File: src/design/bba_pkg.sv
package bba_pkg;

	localparam int NUM_BLOCKS_DEF    = 32768;
	localparam int MAP_WORD_BITS_DEF = 64;

	localparam int CFG_W = 16;
	localparam int ID_W  = 15;

	localparam logic [CFG_W-1:0] TOTAL_BLOCKS_RST  = 16'd32768;
	localparam logic [CFG_W-1:0] RESERVE_BELOW_RST = 16'd4096;

	localparam logic STATUS_DONE = 1'b0;
	localparam logic STATUS_FULL = 1'b1;

	typedef enum logic [0:0] {
		REG_TOTAL_BLOCKS  = 1'b0,
		REG_RESERVE_BELOW = 1'b1
	} cfg_reg_t;

	typedef enum logic [0:0] {
		FUNC_ALLOC = 1'b0,
		FUNC_FREE  = 1'b1
	} func_t;

	typedef enum logic [2:0] {
		ST_CLEAR,
		ST_IDLE,
		ST_START,
		ST_SCAN,
		ST_FREE_WR,
		ST_DONE
	} state_t;

	typedef struct packed {
		logic load;
		logic rd;
		logic rd_next;
		logic scan_adv;
		logic wr_alloc;
		logic wr_free;
		logic wr_clr;
		logic clr_adv;
		logic set_full;
		logic set_hit;
		logic out_load;
	} cmd_t;

	typedef struct packed {
		logic is_free;
		logic empty;
		logic hit;
		logic at_last;
		logic in_map;
		logic clr_done;
	} sts_t;

endpackage

File: src/design/bba_ctrl.sv
module bba_ctrl (
	input  logic          clk,
	input  logic          arst_n,
	input  logic          req_valid,
	output logic          req_stall,
	output logic          rsp_valid,
	input  logic          rsp_stall,
	input  bba_pkg::sts_t sts,
	output bba_pkg::cmd_t cmd
);

	bba_pkg::state_t state_q;
	bba_pkg::state_t state_nxt;
	logic            rsp_valid_q;

	assign req_stall = (state_q != bba_pkg::ST_IDLE);
	assign rsp_valid = rsp_valid_q;

	always_ff @(posedge clk or negedge arst_n) begin
		if (!arst_n) begin
			state_q     <= bba_pkg::ST_CLEAR;
			rsp_valid_q <= 1'b0;
		end else begin
			state_q <= state_nxt;
			if (cmd.out_load) begin
				rsp_valid_q <= 1'b1;
			end else if (!rsp_stall) begin
				rsp_valid_q <= 1'b0;
			end
		end
	end

	always_comb begin
		cmd       = '0;
		state_nxt = state_q;
		case (state_q)
			bba_pkg::ST_CLEAR: begin
				cmd.wr_clr = 1'b1;
				if (sts.clr_done) begin
					state_nxt = bba_pkg::ST_IDLE;
				end else begin
					cmd.clr_adv = 1'b1;
				end
			end
			bba_pkg::ST_IDLE: begin
				if (req_valid) begin
					cmd.load  = 1'b1;
					state_nxt = bba_pkg::ST_START;
				end
			end
			bba_pkg::ST_START: begin
				if (sts.is_free) begin
					cmd.rd    = 1'b1;
					state_nxt = bba_pkg::ST_FREE_WR;
				end else if (sts.empty) begin
					cmd.set_full = 1'b1;
					state_nxt    = bba_pkg::ST_DONE;
				end else begin
					cmd.rd    = 1'b1;
					state_nxt = bba_pkg::ST_SCAN;
				end
			end
			bba_pkg::ST_SCAN: begin
				if (sts.hit) begin
					cmd.wr_alloc = 1'b1;
					cmd.set_hit  = 1'b1;
					state_nxt    = bba_pkg::ST_DONE;
				end else if (sts.at_last) begin
					cmd.set_full = 1'b1;
					state_nxt    = bba_pkg::ST_DONE;
				end else begin
					// fetch the next word while this one is checked
					cmd.rd_next  = 1'b1;
					cmd.scan_adv = 1'b1;
				end
			end
			bba_pkg::ST_FREE_WR: begin
				cmd.wr_free = sts.in_map;
				state_nxt   = bba_pkg::ST_DONE;
			end
			bba_pkg::ST_DONE: begin
				// hold until the output register is free
				if (!rsp_valid_q || !rsp_stall) begin
					cmd.out_load = 1'b1;
					state_nxt    = bba_pkg::ST_IDLE;
				end
			end
			default: begin
				state_nxt = bba_pkg::ST_IDLE;
			end
		endcase
	end

	a_one_write: assert property (@(posedge clk) disable iff (!arst_n)
		$onehot0({cmd.wr_alloc, cmd.wr_free, cmd.wr_clr}))
		else $error("more than one map write in a cycle");

	a_rsp_from_done: assert property (@(posedge clk) disable iff (!arst_n)
		$rose(rsp_valid_q) |-> $past(state_q == bba_pkg::ST_DONE))
		else $error("result raised outside the done state");

	a_accept_starts: assert property (@(posedge clk) disable iff (!arst_n)
		(req_valid && !req_stall) |=> (state_q == bba_pkg::ST_START))
		else $error("accepted item did not start");

endmodule

File: config.mk
export PLATFORM = sky130hd
export DESIGN_NAME = bba_ctrl
export DESIGN_NICKNAME = d
export VERILOG_FILES = /design/src/design/bba_pkg.sv /design/src/design/bba_ctrl.sv
export SDC_FILE = /design/constraint.sdc
export NUM_CORES = 1
export LEC_CHECK = 0
export ABC_AREA = 1
export BUFFER_PORTS_ARGS = -buffer_cell sky130_fd_sc_hd__buf_2
export CAP_MARGIN = 20
export CORE_AREA = 4 4 41 43
export DETAILED_ROUTE_END_ITERATION = 6
export DIE_AREA = 0 0 45 47
export GPL_TIMING_DRIVEN = 0
export HOLD_SLACK_MARGIN = 0.08
export SETUP_SLACK_MARGIN = 0.4
export SLEW_MARGIN = 5
export SYNTH_ARGS = -nofsm -noshare
export SYNTH_HDL_FRONTEND = slang
export SYNTH_SLANG_ARGS = --single-unit
File: constraint.sdc
create_clock -name clk -period 1.05 [get_ports clk]
set_input_delay 0.21 -clock clk [delete_from_list [all_inputs] [get_ports clk]]
set_output_delay 0.21 -clock clk [all_outputs]
set_load 0.02 [all_outputs]
==> summary.txt, run 1 <==
Global route
  – M2 GR Usage: 21.2%
  – Pin count of the biggest net entering global routing: 9
  – GR Util met1: 13.1%
  – Initial antenna violation count: 0
  – Grt peak-use layer: met2
  – Number of global-route vias before repair: 458
  – GRT Total Usage: roughly an eighth
  – Global-route wire length before repair: 1810 um
  – Met3 GRT Util: 1.15%
  – Remaining global-route overflow: 0

STA
  – RSZ-0062 raised after global routing: true
  – Fin crit share: 139%
  – Tmin final: between 1000 and 1500 ps
  – Max-slew headroom: 86.3%
  – Max Fclk: between 0.6 and 0.7 GHz
  – Hold Vio Cnt, Final: 0
  – Final slew viol count: 0
  – Final clock skew: slightly above 3 ps
  – Final setup viols: 15
  – Slew at the pin closest to its max-slew limit: slightly above 200 ps
  – Final worst setup slack: -409 ps

Clock tree
  – Clock root cell: clkbuf_4
  – CTS tree: done
  – Worst skew pair latency: 240 ps
  – CTS Buf Count: 3
  – H-Tree Depth: 1
  – Buffer depth of the longest clock path: 2
  – Clk slew on worst S/H paths: 40 ps
  – Clock sink count: 4

Detailed routing
  – Vias/cell: 4.56
  – DR DRC count: 0
  – Initial DRC Count: 1
  – Total routed wirelength: 1110 um
  – DRT Pass-1 Iters: 2
  – Routed wire per std cell: ~10 um
  – Detail Route Antenna Nets: 0
  – Vias: 483

Layout
  – Most frequent cells in the layout: buf_6 (13), buf_2 (12), nand2_1 (11)
  – Nets: 103
  – Most common cell after layout, fill and taps aside: buf_6
  – Area grow syn2layout: 126%
  – Post-layout instance area: 782 um^2
  – Fillers: approximately 130
  – Final core occ: 60.1%
  – Diode count: 0
  – Share of layout cells above drive strength 1: a little under three quarters
  – Cell Count, Final, Fillers Out: 106

Power and ir drop
  – Power Density: 2480 nW/um^2
  – Pwr Total: approximately 1900 uW
  – Leakage Power: 0.000437 uW
  – Worst vdd ir: between 1500 and 2000 uV

Critical path
  – R2R setup slack: -300 ps
  – Crit path kind: reg -> out
  – Buf/Inv on CP: 3
  – CP Capture Type: output pin
  – CP arrival: ~1300 ps
  – Crit Path Max Fanout: 5
  – FF-to-FF Start: state_q[0]
  – CP required: 840 ps
  – Delay-heaviest family, CP: flip-flops
  – CP cell instances: nand2_4 > nor2_4 > nand2_4 > inv_4 > buf_6 > buf_6
  – FF-to-FF End: state_q[0]
  – CP max-delay cell: dfrtp_2
  – Worst Setup SP: state_q[1]
  – Worst reg-to-reg path cell count: 9
  – Worst setup SP type: flip-flop
  – Worst path max stage delay: roughly 470 ps

Placed design
  – Gpl congestion: 0.826
  – I/O Buffers: 22
  – Placed instance area: 546 um^2
  – Place WS: -261 ps
  – Cells after DPL: 93
  – Hpwl dp: 717 um

Hold path
  – Worst hold path depth: 3
  – Hold Path End: rsp_valid
  – HP Start: rsp_stall
  – Hold Path Class: in -> reg

Yosys
  – Mapped Avg Cell Area: 6.19 um^2
  – Synth warn: 0
  – Mapped Cells: 56
  – Sequential element share of the synthesized area: 28.9%
  – Synth cell types: 16
  – Synth Cell Area: between 300 and 400 um^2
  – Top cell type's share of synthesized area: 28.9%
  – Syn_nets: 66
  – Yosys reg bits: 4
  – Synth area leader: dfrtp_1
  – Main area contributors after synthesis: dfrtp_1 (29%), nand2_1 (16%), inv_1 (11%)

Floorplan
  – Cell Rows: 13
  – Core Footprint: 1300 um^2
  – Initial Util: 26.6%
  – IO Pins: 23
  – Die height: 47 um
  – Die area: 2120 um^2
  – Die X: between 40 and 50 um

Job
  – # Max-Cap Violations: 0

Status
  – Failing checks: setup timing
  – Status: finished, violations left
how the worst max path moves through the flow:
stage / end / slack [ps] / cells past startpoint
floorplan: cmd[2] / -160 / 4
global placement: cmd[2] / -250 / 5
detailed placement: cmd[2] / -260 / 5
CTS: cmd[2] / -430 / 5
global route: cmd[2] / -500 / 5
finish: cmd[8] / -410 / 6
worst min-delay path: cells and delay by family:
family	cells	cell delay, ps
and+or+nand+nor	2	110
buffers and inverters	1	70
synthesized netlist by cell type, drive strengths merged:
cell type,count
inv,11
dfrtp,4
nor3,2
nor2,7
buf,3
a21oi,2
o21ai,2
o21a,1
o31ai,1
nand3,5
nand2,17
and3,1
cell type report:
| type | instances | area, um^2 | area share (%) |
|---|---|---|---|
| flip-flops and latches | 4 | 104 | 13.3 |
| plain buffers | 3 | 30.0 | 3.84 |
| well taps | 15 | 18.8 | 2.40 |
| multi-input cells | 38 | 304 | 38.9 |
| inverters | 11 | 48.8 | 6.24 |
| repair buffers | 32 | 254 | 32.5 |
| clock buffers | 3 | 22.5 | 2.88 |
registers in the layout, summed over array words and instances (netlist names):
signal	count
state_q	3
rsp_valid	1
cell families after synthesis:
| logic type | count (synthesis) | synth area share (%) |
|---|---|---|
| AOI/OAI and AO/OA | 6 | 10.1 |
| DFF | 4 | 28.9 |
| buffers and inverters | 14 | 19.5 |
| and+or+nand+nor | 32 | 41.5 |
stage by stage:
| stage | hold WS [ps] | TNS [ps] |
|---|---|---|
| detailed placement | 14.9 | -2070 |
| CTS | 195 | -4770 |
| finish | 193 | -5080 |
| global placement | 14.3 | -2100 |
| floorplan | -85.6 | -750 |
| global route | 196 | -6320 |
per-layer routing:
metal	routed length [um]	up-vias
met5	0	-
met3	77	5
met2	600	17
met1	391	218
met4	42	0
li1	-	243
power by group:
part           switching, uW  total, uW  internal, uW
Sequential               104        333           230
Combinational            767       1410           644
Clock                   64.3        192           128
what timing repair did:
item / CTS / global route
resized for setup: 37 / 2
setup buffers: 4 / 5
hold buffers: 1 / 0
pin swaps: 8 / 4
endpoints found under the setup margin: 17 / 17
endpoints found under the hold margin: 4 / 0
(Power assumes the default switching activity.)
==> inputs of run 2 (changes only) <==
PLACE_DENSITY_LB_ADDON = 0.1   (was not set)
==> summary.txt, run 2 (synthesis gave the netlist of run 1 again) <==
Status
  – Status: finished, violations left
  – Failing checks: setup timing

Global route
  – Global-route wire length before repair: approximately 1700 um
  – Number of global-route vias before repair: 418
  – Remaining global-route overflow: 0
  – Pin count of the biggest net entering global routing: 9
  – Initial antenna violation count: 0
  – GRT Total Usage: 11.5%

Layout
  – Diode count: 0
  – Final core occ: 58.9%
  – Biggest register: state_q
  – Max FFs per register: 3
  – Most frequent cells in the layout: buf_6 (15), buf_2 (12), nand2_1 (10)
  – Nets: 100
  – Fillers: 133
  – Most common cell after layout, fill and taps aside: buf_6
  – Multi-input logic area: approximately 300 um^2
  – Storage element area: a little over 100 um^2
  – Area grow syn2layout: 121%
  – Share of layout cells above drive strength 1: 70.8%

STA
  – Hold Vio Cnt, Final: 0
  – Max-slew headroom: roughly 86%
  – Slew at the pin closest to its max-slew limit: between 200 and 250 ps
  – Final slew viol count: 0
  – Final worst setup slack: -393 ps
  – Fin crit share: 137%
  – Tmin final: around 1400 ps
  – Final clock skew: 7.39 ps
  – Final setup viols: 15
  – RSZ-0062 raised after global routing: true
  – Max Fclk: 0.693 GHz

Detailed routing
  – Routed wire per std cell: 9.35 um
  – Total routed wirelength: 972 um
  – WL met3: 65 um
  – DRT Pass-1 Iters: 4
  – Vias/cell: 4.31
  – DR DRC count: 0
  – Initial DRC Count: 5
  – Routed met1 length: 409 um
  – DR top layer: met4
  – Detail Route Antenna Nets: 0
  – Vias: 448
  – Metal2 WL: just under 500 um

Floorplan
  – IO Pins: 23
  – Cell Rows: 13
  – Die X: about 45 um
  – Die height: roughly 47 um
  – Initial Util: 26.6%
  – Die area: 2120 um^2
  – Core Footprint: 1300 um^2

Job
  – # Max-Cap Violations: 0

Critical path
  – FF-to-FF End: state_q[0]
  – CP required: 840 ps
  – Crit Path Max Fanout: 5
  – R2R setup slack: -240 ps
  – CP Capture Type: output pin
  – Worst setup SP type: flip-flop
  – Worst reg-to-reg path cell count: 7
  – FF-to-FF Start: state_q[1]
  – CP arrival: around 1200 ps
  – Crit path kind: reg -> out

Clock tree
  – Buffer depth of the longest clock path: 2
  – Clock root cell: clkbuf_4
  – CTS tree: done
  – H-Tree Depth: 1
  – Worst skew pair latency: 230 ps
  – Clock sink count: 4
  – Clk slew on worst S/H paths: approximately 40 ps
  – CTS Buf Count: 3

Placed design
  – I/O Buffers: 22
  – Hpwl dp: 775 um
  – Gpl congestion: ~0.79
  – Place WS: -273 ps

Power and ir drop
  – Power Density: about 2400 nW/um^2
  – Pwr Total: 1880 uW
  – Leakage Power: 0.000424 uW
  – Worst vdd ir: between 1000 and 1500 uV

Hold path
  – Worst hold path depth: 3
  – HP Start: rsp_stall
  – Hold Path Class: in -> reg
  – Hold Path End: rsp_valid
[run 2: cell types whose count changed in the layout (fill, tap and decap cells not counted), sizes merged]
cell and change:
clkbuf +1, buf -3
[run 2: layout make-up]
| class | count | share of cell area (%) |
|---|---|---|
| buffer | 3 | 3.92 |
| clock buffer | 4 | 3.43 |
| inverter | 11 | 6.36 |
| multi-input combinational | 38 | 39.2 |
| sequential | 4 | 13.5 |
| tap | 15 | 2.45 |
| timing repair buffer | 29 | 31.2 |
[run 2: worst max-delay path, cell delays in order, from the launching register on]
cell and delay [ps]:
dfrtp_2 450, buf_6 130, nand3_4 90, o31ai_4 180, buf_6 140
[run 2: power breakdown]
group	total, uW	leakage, uW	switching [uW]	internal (uW)
combinational	1350	0.000362	737	613
clock	203	0.0000150	60.8	142
sequential	326	0.0000473	96.0	230
total	1880	0.000424	894	985
[run 2: timing repair]
item                                    4_1_cts  5_1_grt
endpoints found under the setup margin       17       17
gates resized for setup                      36        6
endpoints found under the hold margin         4        0
buffers inserted                              4        2
pin swaps                                    10        6
cloned                                        0        0
hold buffers                                  1        0
[run 2: stage by stage]
step	TNS, ps	cells	instance area, um^2	hold slack [ps]
global placement	-2250	93	546	17.2
CTS	-4830	102	732	202
global route	-5560	104	767	212
detailed placement	-2220	93	546	18.2
floorplan	-750	56	417	-85.6
finish	-4430	104	767	213
[run 2: routing by layer]
layer / global-route usage, % / up-vias
met4: 5.26 / 0
met1: 14.1 / 194
met2: 18.6 / 14
met3: 3.45 / 2
met5: 0 / -
li1: - / 238
[run 2: worst max path at each step]
stage | slack, ps | endpoint | depth (start not counted) | start
2_1_floorplan | -160 | cmd[2] | 4 | state_q[2]
3_3_place_gp | -270 | cmd[2] | 5 | state_q[2]
3_5_place_dp | -270 | cmd[2] | 5 | state_q[2]
4_1_cts | -410 | cmd[2] | 5 | state_q[1]
5_1_grt | -460 | cmd[2] | 4 | state_q[1]
6_report | -390 | cmd[2] | 4 | state_q[1]
